## config.mk

```make
export PLATFORM = sky130hd
export DESIGN_NAME = code39_module_encoder
export DESIGN_NICKNAME = d
export VERILOG_FILES = /design/src/rtl/core/c39enc_pkg.sv /design/src/rtl/core/c39enc_lookup.sv /design/src/rtl/core/c39enc_expand.sv /design/src/rtl/core/code39_module_encoder.sv
export SDC_FILE = /design/constraint.sdc
export NUM_CORES = 1
export LEC_CHECK = 0
export BUFFER_PORTS_ARGS = -buffer_cell sky130_fd_sc_hd__buf_2
export CORE_MARGIN = 8
export CORE_UTILIZATION = 60
export CTS_BUF_LIST = sky130_fd_sc_hd__clkbuf_8
export DETAILED_ROUTE_END_ITERATION = 8
export PLACE_DENSITY = 0.9
export SLEW_MARGIN = 30
export SYNTH_ARGS = -nofsm -noshare
export SYNTH_HDL_FRONTEND = slang
export SYNTH_HIERARCHICAL = 1
export SYNTH_SLANG_ARGS = --single-unit
```

## constraint.sdc

```tcl
create_clock -name aclk -period 7.2 [get_ports aclk]
set_clock_uncertainty 0.15 [all_clocks]
set_input_delay 1.44 -clock aclk [delete_from_list [all_inputs] [get_ports aclk]]
set_output_delay 1.44 -clock aclk [all_outputs]
set_load 0.02 [all_outputs]
```

## src/rtl/core/c39enc_pkg.sv

```systemverilog
`timescale 1ns / 1ps

package c39enc_pkg;

    // Result kinds as carried on the pattern_kind field
    typedef enum logic [1:0] {
        KIND_START = 2'd0,
        KIND_DATA  = 2'd1,
        KIND_STOP  = 2'd2
    } kind_t;

    localparam int unsigned SYMBOL_COUNT = 43;
    localparam int unsigned ELEMENTS     = 9;
    localparam int unsigned MODULE_BITS  = 16;

    localparam logic [1:0] WIDE_RATIO_RESET = 2'd3;

    // Bit (8 - i) set when element i is wide
    localparam logic [8:0] START_STOP_MASK = 9'h094;

    localparam logic [8:0] WIDE_MASK [0:SYMBOL_COUNT-1] = '{
        9'h034, 9'h121, 9'h061, 9'h160, 9'h031, 9'h130, 9'h070, 9'h025, 9'h124, 9'h064,
        9'h109, 9'h049, 9'h148, 9'h019, 9'h118, 9'h058, 9'h00D, 9'h10C, 9'h04C, 9'h01C,
        9'h103, 9'h043, 9'h142, 9'h013, 9'h112, 9'h052, 9'h007, 9'h106, 9'h046, 9'h016,
        9'h181, 9'h0C1, 9'h1C0, 9'h091, 9'h190, 9'h0D0,
        9'h085, 9'h184, 9'h0A8, 9'h0A2, 9'h08A, 9'h02A, 9'h0C4
    };

    // Character lookup result
    typedef struct packed {
        logic       valid;
        logic [8:0] wide_mask;
    } lookup_t;

    // One pattern to render
    typedef struct packed {
        logic [8:0] wide_mask;
        logic       gap;
        logic       wide_three;   // wide element spans 3 modules, else 2
    } expand_req_t;

    typedef struct packed {
        logic [MODULE_BITS-1:0] modules;
        logic [4:0]             count;
    } pattern_t;

endpackage

```

## src/rtl/core/c39enc_lookup.sv

```systemverilog
`timescale 1ns / 1ps

module c39enc_lookup
    import c39enc_pkg::*;
(
    input  logic [7:0] char_code,
    output lookup_t    result
);

    logic [5:0] sym_idx;
    logic       sym_ok;

    // Case-folded character to symbol index
    always_comb begin
        sym_idx = '0;
        sym_ok  = 1'b1;
        if (char_code >= 8'h30 && char_code <= 8'h39) begin
            sym_idx = 6'(char_code - 8'h30);
        end else if (char_code >= 8'h61 && char_code <= 8'h7A) begin
            sym_idx = 6'(char_code - 8'h61) + 6'd10;
        end else if (char_code >= 8'h41 && char_code <= 8'h5A) begin
            sym_idx = 6'(char_code - 8'h41) + 6'd10;
        end else begin
            unique case (char_code)
                8'h2D:   sym_idx = 6'd36;   // '-'
                8'h2E:   sym_idx = 6'd37;   // '.'
                8'h24:   sym_idx = 6'd38;   // '$'
                8'h2F:   sym_idx = 6'd39;   // '/'
                8'h2B:   sym_idx = 6'd40;   // '+'
                8'h25:   sym_idx = 6'd41;   // '%'
                8'h20:   sym_idx = 6'd42;   // space
                default: sym_ok  = 1'b0;
            endcase
        end
    end

    assign result.valid     = sym_ok;
    assign result.wide_mask = sym_ok ? WIDE_MASK[sym_idx] : '0;

endmodule

```

## src/rtl/core/c39enc_expand.sv

```systemverilog
`timescale 1ns / 1ps

module c39enc_expand
    import c39enc_pkg::*;
(
    input  expand_req_t req,
    output pattern_t    pattern
);

    logic [4:0] pos  [0:ELEMENTS-1];
    logic [1:0] span [0:ELEMENTS-1];
    logic [3:0] wide_seen;
    logic [4:0] wide_mods;
    logic [5:0] total;
    logic [5:0] pos_end;
    logic [MODULE_BITS-1:0] bits;

    // Element start positions from a running count of wide elements
    always_comb begin
        wide_seen = '0;
        for (int i = 0; i < ELEMENTS; i++) begin
            wide_mods = req.wide_three ? {wide_seen, 1'b0} : {1'b0, wide_seen};
            pos[i]    = 5'(i) + wide_mods;
            span[i]   = req.wide_mask[ELEMENTS-1-i] ? (req.wide_three ? 2'd3 : 2'd2) : 2'd1;
            wide_seen = wide_seen + 4'(req.wide_mask[ELEMENTS-1-i]);
        end
        wide_mods = req.wide_three ? {wide_seen, 1'b0} : {1'b0, wide_seen};
        total     = 6'(ELEMENTS) + {1'b0, wide_mods} + 6'(req.gap);
    end

    // Bars sit on even elements; first module lands in the MSB
    always_comb begin
        bits    = '0;
        pos_end = '0;
        for (int p = 0; p < MODULE_BITS; p++) begin
            for (int i = 0; i < ELEMENTS; i += 2) begin
                pos_end = {1'b0, pos[i]} + 6'(span[i]);
                if (5'(p) >= pos[i] && 6'(p) < pos_end) begin
                    bits[MODULE_BITS-1-p] = 1'b1;
                end
            end
        end
    end

    assign pattern.modules = bits;
    assign pattern.count   = 5'(total);

endmodule

```

## src/rtl/core/code39_module_encoder.sv

```systemverilog
`timescale 1ns / 1ps

// Code 39 module encoder.
// Input channel (s_*): one ASCII character per request, case folded, with an
// end-of-message flag. Output channel (m_*): one rendered pattern per request,
// up to 16 modules left-aligned in m_modules (bar = 1), its length, its kind
// (start, data, stop) and a last flag on the final pattern of an input.
// The first character of a message is preceded by the start pattern; a
// flagged character is followed by the stop pattern. Unknown characters
// give no data pattern. cfg_wr_en/cfg_wr_data set the wide-element ratio
// (values below 2 act as 2); write it only while the block is idle.
// An accepted input is held in the pending-pattern stage; its patterns then
// move one by one to the output register (start, data, stop in that order).
// Throughput: one result per cycle while the output is not stalled, set by the
// single result register; a character may give up to three patterns in turn.
// An input is taken while the previous one's last pattern moves to the
// output register, so requests flow back to back while the output drains.
// When m_ready is low the output and the pending patterns hold and s_ready
// drops once the pending item cannot drain. Reset (aresetn low, synchronous)
// empties both stages, closes any open message and sets the ratio to 3.

module code39_module_encoder
    import c39enc_pkg::*;
(
    input  logic        aclk,
    input  logic        aresetn,

    input  logic        cfg_wr_en,
    input  logic [1:0]  cfg_wr_data,

    input  logic        s_valid,
    output logic        s_ready,
    input  logic [7:0]  s_char_code,
    input  logic        s_end_of_message,

    output logic        m_valid,
    input  logic        m_ready,
    output logic [15:0] m_modules,
    output logic [4:0]  m_module_count,
    output logic [1:0]  m_pattern_kind,
    output logic        m_last
);

    logic [1:0] wide_ratio_reg;
    logic       in_message_reg, in_message_next;

    // Pending patterns for the held request
    logic       st_start_reg, st_start_next;
    logic       st_data_reg,  st_data_next;
    logic       st_stop_reg,  st_stop_next;
    logic [8:0] st_mask_reg,  st_mask_next;

    logic              m_valid_reg, m_valid_next;
    logic [15:0]       m_modules_reg;
    logic [4:0]        m_count_reg;
    kind_t             m_kind_reg;
    logic              m_last_reg;

    lookup_t     lk;
    expand_req_t ex_req;
    pattern_t    ex_pat;

    logic  st_any, out_free, emit, emit_last, accept;
    kind_t emit_kind;

    c39enc_lookup u_lookup (
        .char_code (s_char_code),
        .result    (lk)
    );

    c39enc_expand u_expand (
        .req     (ex_req),
        .pattern (ex_pat)
    );

    assign st_any   = st_start_reg | st_data_reg | st_stop_reg;
    assign out_free = !m_valid_reg || m_ready;
    assign emit     = st_any && out_free;

    // Start first, then the data symbol, then stop
    always_comb begin
        if (st_start_reg) begin
            emit_kind = KIND_START;
            emit_last = !(st_data_reg || st_stop_reg);
        end else if (st_data_reg) begin
            emit_kind = KIND_DATA;
            emit_last = !st_stop_reg;
        end else begin
            emit_kind = KIND_STOP;
            emit_last = 1'b1;
        end
    end

    assign ex_req.wide_mask  = (emit_kind == KIND_DATA) ? st_mask_reg : START_STOP_MASK;
    assign ex_req.gap        = (emit_kind != KIND_STOP);
    assign ex_req.wide_three = (wide_ratio_reg == 2'd3);

    // Take a new request when the stage is empty or draining its last pattern
    assign s_ready = !st_any || (emit && emit_last);
    assign accept  = s_valid && s_ready;

    always_comb begin
        st_start_next   = st_start_reg;
        st_data_next    = st_data_reg;
        st_stop_next    = st_stop_reg;
        st_mask_next    = st_mask_reg;
        in_message_next = in_message_reg;
        if (emit) begin
            case (emit_kind)
                KIND_START: st_start_next = 1'b0;
                KIND_DATA:  st_data_next  = 1'b0;
                default:    st_stop_next  = 1'b0;
            endcase
        end
        if (accept) begin
            st_start_next   = !in_message_reg;
            st_data_next    = lk.valid;
            st_stop_next    = s_end_of_message;
            st_mask_next    = lk.wide_mask;
            in_message_next = !s_end_of_message;
        end
    end

    assign m_valid_next = emit || (m_valid_reg && !m_ready);

    always_ff @(posedge aclk) begin
        if (!aresetn) begin
            wide_ratio_reg <= WIDE_RATIO_RESET;
            in_message_reg <= 1'b0;
            st_start_reg   <= 1'b0;
            st_data_reg    <= 1'b0;
            st_stop_reg    <= 1'b0;
            m_valid_reg    <= 1'b0;
        end else begin
            if (cfg_wr_en) begin
                wide_ratio_reg <= cfg_wr_data;
            end
            in_message_reg <= in_message_next;
            st_start_reg   <= st_start_next;
            st_data_reg    <= st_data_next;
            st_stop_reg    <= st_stop_next;
            m_valid_reg    <= m_valid_next;
        end
    end

    // Payload registers, no reset
    always_ff @(posedge aclk) begin
        st_mask_reg <= st_mask_next;
        if (emit) begin
            m_modules_reg <= ex_pat.modules;
            m_count_reg   <= ex_pat.count;
            m_kind_reg    <= emit_kind;
            m_last_reg    <= emit_last;
        end
    end

    assign m_valid        = m_valid_reg;
    assign m_modules      = m_modules_reg;
    assign m_module_count = m_count_reg;
    assign m_pattern_kind = m_kind_reg;
    assign m_last         = m_last_reg;

    // A flagged request always leaves the message closed
    a_eom_closes: assert property (@(posedge aclk) disable iff (!aresetn)
        (s_valid && s_ready && s_end_of_message) |=> !in_message_reg)
        else $error("message still open after end of message");

    // Every rendered pattern is 12 to 16 modules
    a_count_range: assert property (@(posedge aclk) disable iff (!aresetn)
        m_valid |-> (m_module_count >= 5'd12 && m_module_count <= 5'd16))
        else $error("module count out of range");

    // Stop is always the final pattern of its request
    a_stop_last: assert property (@(posedge aclk) disable iff (!aresetn)
        (m_valid && m_pattern_kind == KIND_STOP) |-> m_last)
        else $error("stop pattern not marked last");

    // A stalled output keeps the pending patterns untouched
    a_stall_hold: assert property (@(posedge aclk) disable iff (!aresetn)
        (st_any && m_valid && !m_ready) |=>
            ($stable(st_start_reg) && $stable(st_data_reg) && $stable(st_stop_reg)))
        else $error("pending patterns changed during stall");

endmodule

```

* Word level (Yosys, flattened, before mapping) *
Memory sizes are Yosys's and may differ from the RTL's. A register that Yosys moved wholly into a read port is not among the register bits.
Index checks and enable logic that the tools add are counted.

cells by class
  add/subtract/negate cells = 23
  order comparisons = 150
  equal/unequal tests = 11
  multiplexer cells = 49
  bitwise gates (word level) = 3
  reductions and logical operators = 108

operators by type and width
  cell                   count
  $lt A4 B6 Y1 const A   32
  $ge A4 B5 Y1 const A   32
  $lt A3 B6 Y1 const A   16
  $ge A3 B5 Y1 const A   16
  $logic_and A1 B1 Y1    71
  $reduce_or A4 Y1       16
  $eq A8 B6 Y1 const B   7
  $lt A1 B6 Y1 const A   8
  $lt A2 B6 Y1 const A   8
  $pmux W6 S7            1
  $ge A1 B5 Y1 const A   8
  $ge A2 B5 Y1 const A   8
  $lt A4 B2 Y1 const A   8
  $mux W1                32
  $add A4 B1 Y4          7
  $mux W5                5
  $add A5 B2 Y6          4
  $mux W6                3
  $ge A8 B7 Y1 const B   2
  $le A8 B7 Y1 const B   2
  $mux W2                7
  $add A6 B4 Y6 const B  2
  $lt A3 B2 Y1 const A   4
  $sub A6 B6 Y6 const B  2
  other kinds (24)       43

word-level totals
  register bits = 31
  ROM bits = 576
  input port bits = 16
  output and inout port bits = 26
  logic and storage cells = 370
  memories = 1

memory list
  memory           depth  bits a word  read ports  clocked after memory_dff  write ports  line                 source
  (no name shown)  64     9            1           1                         0            c39enc_lookup.sv:38  assign result.wide_mask = sym_ok ? WIDE_MASK[sym_idx] : '0;

* Logic depth before layout (Yosys ltp) *
Gate-level depths: netlist of run 1.

  word-level depth = 17
  depth in mapped cells = 23
  mapped depth without buffers = 19

* By module *
The synthesis of run 1 kept the hierarchy.

modules (own cells, without submodules)
  module                 times used  cells each  area each (µm²)  seq. area each (µm²)
  c39enc_expand          1           531         3513.4           0.0
  code39_module_encoder  1           91          1476.4           1131.1
  c39enc_lookup          1           180         1290.0           0.0

* Least setup slack after synthesis of run 1 *
OpenSTA, ideal clock, no wires.

  path type = register to register
  from = register st_data_reg
  to = register m_modules_reg[9] (netlist: m_modules[9]) (data pin)
  setup time = 275 ps
  arrival = 5469 ps
  data required time = 6775 ps
  path slack = 1306 ps
  cell stages (with the launch flop) = 22
  path buffers = 4
  clock period less this slack = 5894 ps
  path through = dfxtp_1 -> nor2b_1 -> clkbuf_1 -> and2_1 -> ha_1 -> inv_1 -> fa_1 -> fa_1 -> fa_1 -> buf_2 -> inv_1 -> ha_1 -> clkbuf_1 -> a21o_1 -> inv_1 -> fa_1 -> o31ai_1 -> a21oi_1 -> a211o_1 -> buf_6 -> o31ai_1 -> o2111ai_1

RTL lines
  element                 line                          source
  from (decl)             code39_module_encoder.sv:49   logic st_data_reg, st_data_next;
  from (signal assigned)  code39_module_encoder.sv:140  st_data_reg <= st_data_next;
  to (signal assigned)    code39_module_encoder.sv:150  m_modules_reg <= ex_pat.modules;
  to (decl)               code39_module_encoder.sv:54   logic [15:0] m_modules_reg;

==> impl_metrics.toml, run 1 <==
[setup_path]
path_class = "flop to flop"
worstPathRequired_ns = 7.09
reg2reg_to = "m_modules[11]$_DFFE_PP_"
arrival_ns = 6.41
r2r_cells = 19
startpoint_type = "flop"
worst-r2r-setup-slack_ns = 0.68
cp-end-kind = "flop"
r2r_start = "st_start_reg$_SDFFE_PN0P_"
worstPathMaxFanout = 15

[floorplanning]
die_h_um = 118.3
start_util_pct = 61.38
die-area_mm2 = 0.01400
core_area_mm2 = 0.01023
io_pins = 42
die_w_um = 118.3
row_count = 37

[timing]
tightest_slew_ns = 0.8824
period_minus_slack_ns = 6.519
relSlewSlack_pct = 41.11
rsz0062_at_grt = "false"
post-route-period-util_pct = 90.54
setup_viol = 0
tns_ns = 0
hold_ws_ns = 0.3153
fmax_mhz = 153.4
slew_viol_final = 0
final-hold-violation-count = 0

[synthesis]
post-synth-top-count-cell = "nand2_1"
synth-seq-area-share_pct = 18.01
avgSynthCellArea_um2 = 7.830
yosys.area.top_type_share_pct = 15.78
synth_fp_nets = 880
yosysUniqueCellTypes = 103
syn_inst = 802
yosysTopAreaCell = "edfxtp_1"
ys_top_cells_by_area = "edfxtp_1 (16%), ha_1 (11%), a21oi_1 (5.3%)"
yosysWarnings = 6
synth_area_mm2 = 0.006280
synthFlopType = "edfxtp_1"
synth-seq-cells = 40
netlist_top_cells_count = "nand2_1 (79), a21oi_1 (66), ha_1 (54)"
async_flop_share_pct = 0
synth-edff-count = 33

[grt]
grt_pass1_vias = 5646
antenna_found_initial = 0
grt_start_max_net_pins = 49
grt_pass1_wl_um = 28490
grt-ovfl-total = 0
grtUsageTotal_pct = 23.85

[finish]
antenna_cells = 0
layout.nets = 879
n_fill_cell = 905
area_growth_pct = 3.507
largest_register_ffs = 16
drive_gt1_share_pct = 12.47

[pwr]
power.leakage_nw = 2.646
powerDensity_mw_per_mm2 = 204.8
power_mw = 1.331
ir_worst_vdd_mv = 0.1079

[route]
wire_per_inst_um = 18.88
viasPerCell = 6.865
initialDrtViolationCount = 916
via_count = 6439
route.detailed.drc = 0
ant_nets = 0
wl_um = 17710
dr.pass1.iters = 5

[place]
place_congestion = 0.9953
dp_hpwl_um = 13210
portBuffers = 41

[clock_tree]
clockRootBuffer = "clkbuf_8"
path_clk_slew_ns = 0.09
cts_tree = "yes"
cts_setup_buffers = 0
ctsHoldBuffers = 0
ctsResizeCount = 0
htreeDepth = 2
numCtsBuffers = 5
clock-sinks = 40
clock_latency_ns = 0.30
cts_buffer_depth = 2

[worst_hold_path]
whs_path_depth = 1
hold_path_end = "st_start_reg$_SDFFE_PN0P_"
hold_class = "flop to flop"
min-delay-start = "in_message_reg$_SDFFE_PN0P_"

[job]
drv_cap = 0

[outcome]
status = "finished clean"
-- cells by family after synthesis --
logic type | after synthesis | share of synthesized area (%)
xor gates and xnor gates | 19 | 3.228
muxes | 15 | 2.491
AOI/OAI and AO/OA | 277 | 31.06
DFF | 40 | 18.01
and+or+nand+nor | 277 | 23.39
other | 1 | 0.05972
buffers and inverters | 110 | 8.269
adders and majority gates | 63 | 13.49
-- worst max-delay path by stage --
stage / to / slack [ns] / from / cells past startpoint
3_3_place_gp: m_modules[10]$_DFFE_PP_ / 0.91 / st_start_reg$_SDFFE_PN0P_ / 19
4_1_cts: m_modules[11]$_DFFE_PP_ / 0.76 / st_start_reg$_SDFFE_PN0P_ / 19
3_5_place_dp: m_modules[11]$_DFFE_PP_ / 0.77 / st_start_reg$_SDFFE_PN0P_ / 19
5_1_grt: m_modules[8]$_DFFE_PP_ / 0.29 / st_start_reg$_SDFFE_PN0P_ / 19
2_1_floorplan: m_modules[9]$_DFFE_PP_ / 1.31 / st_data_reg$_SDFFE_PN0P_ / 21
6_report: m_modules[11]$_DFFE_PP_ / 0.68 / st_start_reg$_SDFFE_PN0P_ / 19
-- through the flow --
stage	instance area, µm²	utilization [%]	cells	setup slack (ns)
finish	6500	63.53	938	0.6809
global route	6500	63.53	938	0.2882
CTS	6500	63.53	938	0.7629
detailed placement	6392	62.48	930	0.7709
global placement	6392	62.48	930	0.9134
floorplan	6280	-	802	1.306
-- area by class of cell --
type | instances | area, µm² | area share [%]
multi-input cells | 652 | 4633 | 71.28
flip-flops and latches | 40 | 1131 | 17.40
clock inverters | 3 | 38.79 | 0.5967
clock buffers | 5 | 68.82 | 1.059
inverters | 56 | 215.2 | 3.311
well taps | 136 | 170.2 | 2.618
repair buffers | 46 | 242.7 | 3.734
-- cell usage in the layout, fill, tap and decap left out, types with 23 or more instances in the layout --
master	netlist	routed
nor2_1	48	48
o211ai_1	24	24
nor3_1	23	23
edfxtp_1	33	33
ha_1	54	54
nand2_1	79	79
a21oi_1	66	65
inv_1	53	54
o21ai_0	43	43
buf_2	9	41
-- layer usage --
layer	part of all wire, %	wire length [µm]	GRT usage, %	vias up
met5	0	0	0	-
met4	3.7	648	9.287	0
met3	9.8	1731	3.713	65
met2	47	8338	39.47	426
met1	39	6990	30.57	2964
li1	-	-	-	2984
-- power by group --
part	internal [mW]	switching (mW)	total, mW
combinational	0.290	0.536	0.826
sequential	0.307	0.0125	0.320
clock	0.102	0.0839	0.185
-- worst max-delay path, stage by stage, from the launching register on --
cell and delay (ns):
dfxtp_1 0.46, nor2b_1 0.08, buf_4 0.17, and2_1 0.19, ha_1 0.35, inv_1 0.12
fa_1 0.80, fa_1 0.69, fa_1 0.50, inv_1 0.08, ha_1 0.24, xor2_2 0.38
nand2_1 0.09, a21boi_2 0.19, ha_1 0.53, or3_1 0.17, a21oi_1 0.06, a211o_1 0.49
o311ai_2 0.37, nand4_1 0.14
(Power assumes the default switching activity.)
==> inputs of run 2 (changes only) <==
- BUFFER_PORTS_ARGS: -buffer_cell sky130_fd_sc_hd__buf_2 -> not set
- CORE_MARGIN: 8 -> not set
- DONT_BUFFER_PORTS: not set -> 1
- PLACE_DENSITY: 0.9 -> 0.87
==> impl_metrics.toml, run 2 (synthesized netlist as in run 1, its figures left out) <==
[timing]
tightest_slew_ns = 0.8804
tns_ns = 0
slew_viol_final = 0
post-route-period-util_pct = 94.39
rsz0062_at_grt = "false"
setup_viol = 0
relSlewSlack_pct = 40.91
fmax_mhz = 147.1
final-hold-violation-count = 0
period_minus_slack_ns = 6.796

[pwr]
power.leakage_nw = 2.472
powerDensity_mw_per_mm2 = 208.9
power_mw = 1.313
ir_worst_vdd_mv = 0.1038

[setup_path]
worstPathRequired_ns = 7.09
r2r_cells = 18
arrival_ns = 6.69
r2r_start = "st_data_reg$_SDFFE_PN0P_"
cp-end-kind = "flop"
path_class = "flop to flop"
startpoint_type = "flop"
crit_path_max_incr_delay_ns = 0.80
slowest_stage = "fa_1"
worstPathMaxFanout = 15
path_cells = "nor2b_2, and2_1, ha_1, inv_1, fa_1, fa_1, fa_1, inv_1, ha_1, xor2_2, nand2_1, a21boi_2, ha_1, or3_1, a21oi_1, a211o_1, o32ai_1, nand4_1"
worst-r2r-setup-slack_ns = 0.40
reg2reg_to = "m_modules[13]$_DFFE_PP_"

[grt]
grt_pass1_vias = 5843
antenna_found_initial = 0
grt_pass1_wl_um = 28720
grtUsageTotal_pct = 32.25
grt-ovfl-total = 0
grt_start_max_net_pins = 30

[clock_tree]
cts_tree = "yes"
clockRootBuffer = "clkbuf_8"
cts_setup_buffers = 0
htreeDepth = 2
clock-sinks = 40
clock_latency_ns = 0.29
path_clk_slew_ns = 0.08
numCtsBuffers = 5
cts_buffer_depth = 2

[worst_hold_path]
hold_path_end = "st_start_reg$_SDFFE_PN0P_"
whs_path_depth = 1
min-delay-start = "in_message_reg$_SDFFE_PN0P_"
hold_class = "flop to flop"

[place]
place_congestion = 1.020
placed_cell_area_mm2 = 0.006168
dp_cells = 884
dp_hpwl_um = 13570
portBuffers = 0

[outcome]
status = "finished clean"

[route]
via_count = 6367
viasPerCell = 7.138
route.detailed.drc = 0
wl_um = 18040
ant_nets = 0
wire_per_inst_um = 20.22
dr.pass1.iters = 6
initialDrtViolationCount = 726

[floorplanning]
core_area_mm2 = 0.009955
io_pins = 42
start_util_pct = 63.08
row_count = 36
die_h_um = 104.3
die_w_um = 104.3
die-area_mm2 = 0.01088

[finish]
final_core_util_pct = 63.12
drive_gt1_share_pct = 7.905
area_growth_pct = 0.05983
regArea_mm2 = 0.001131
final-instance-count-excl-fill = 892
design_area_mm2 = 0.006284
final_common_cell = "nand2_1"
layout_common_cells = "nand2_1 (79), a21oi_1 (65), ha_1 (54)"
multiInputGateArea_mm2 = 0.004637
layout.nets = 836
n_fill_cell = 813
largest_register_ffs = 16
antenna_cells = 0

[job]
drv_cap = 0
run 2: how the worst max path moves through the flow:
stage | start | end | slack, ns | depth (start not counted)
after floorplan | st_data_reg$_SDFFE_PN0P_ | m_modules[9]$_DFFE_PP_ | 1.31 | 21
after global placement | st_data_reg$_SDFFE_PN0P_ | m_modules[10]$_DFFE_PP_ | 0.69 | 18
after detailed placement | st_data_reg$_SDFFE_PN0P_ | m_modules[13]$_DFFE_PP_ | 0.43 | 18
after CTS | st_data_reg$_SDFFE_PN0P_ | m_modules[13]$_DFFE_PP_ | 0.39 | 18
after global routing | st_data_reg$_SDFFE_PN0P_ | m_modules[9]$_DFFE_PP_ | 0.01 | 18
final | st_data_reg$_SDFFE_PN0P_ | m_modules[13]$_DFFE_PP_ | 0.40 | 18
run 2: per-stage QoR:
stage               hold slack, ns  setup WS (ns)
CTS                         0.3061         0.3942
global route                0.3325       0.009997
finish                      0.3013         0.4041
detailed placement          0.2957         0.4255
global placement            0.2923         0.6913
floorplan                   0.2826          1.306
run 2: timing repair:
item	4_1_cts	5_1_grt
gates resized for setup	0	1
setup endpoints to repair	0	15
hold buffers	0	0
run 2: where the power goes:
group          switching, mW  internal (mW)  total, mW
Combinational          0.496          0.268      0.764
Clock                 0.0841          0.103      0.187
Sequential            0.0525          0.310      0.362
Total                  0.633          0.680       1.31
run 2: critical path: cells and delay by family, from the launching register on:
kind	cells	cell delay, ns
AO/OA/AOI/OAI	4	1.13
XOR/XNOR	1	0.40
adder cells (fa/ha/maj)	6	3.11
buffers and inverters	2	0.32
flip-flops	1	0.45
AND/OR/NAND/NOR	5	0.98
run 2: layout make-up:
type	instances	area share, %
repair buffers	3	0.3584
multi-input cells	652	73.80
well taps	133	2.648
clock buffers	5	1.095
flip-flops and latches	40	18.00
inverters	56	3.425
clock inverters	3	0.6770
run 2: per-layer routing:
metal | share of wire (%) | vias up | global-route usage [%]
li1 | - | 2899 | -
met2 | 47 | 429 | 55.96
met3 | 9.8 | 96 | 6.391
met4 | 5.7 | 0 | 16.63
met1 | 37 | 2943 | 37.40
met5 | 0 | - | 0
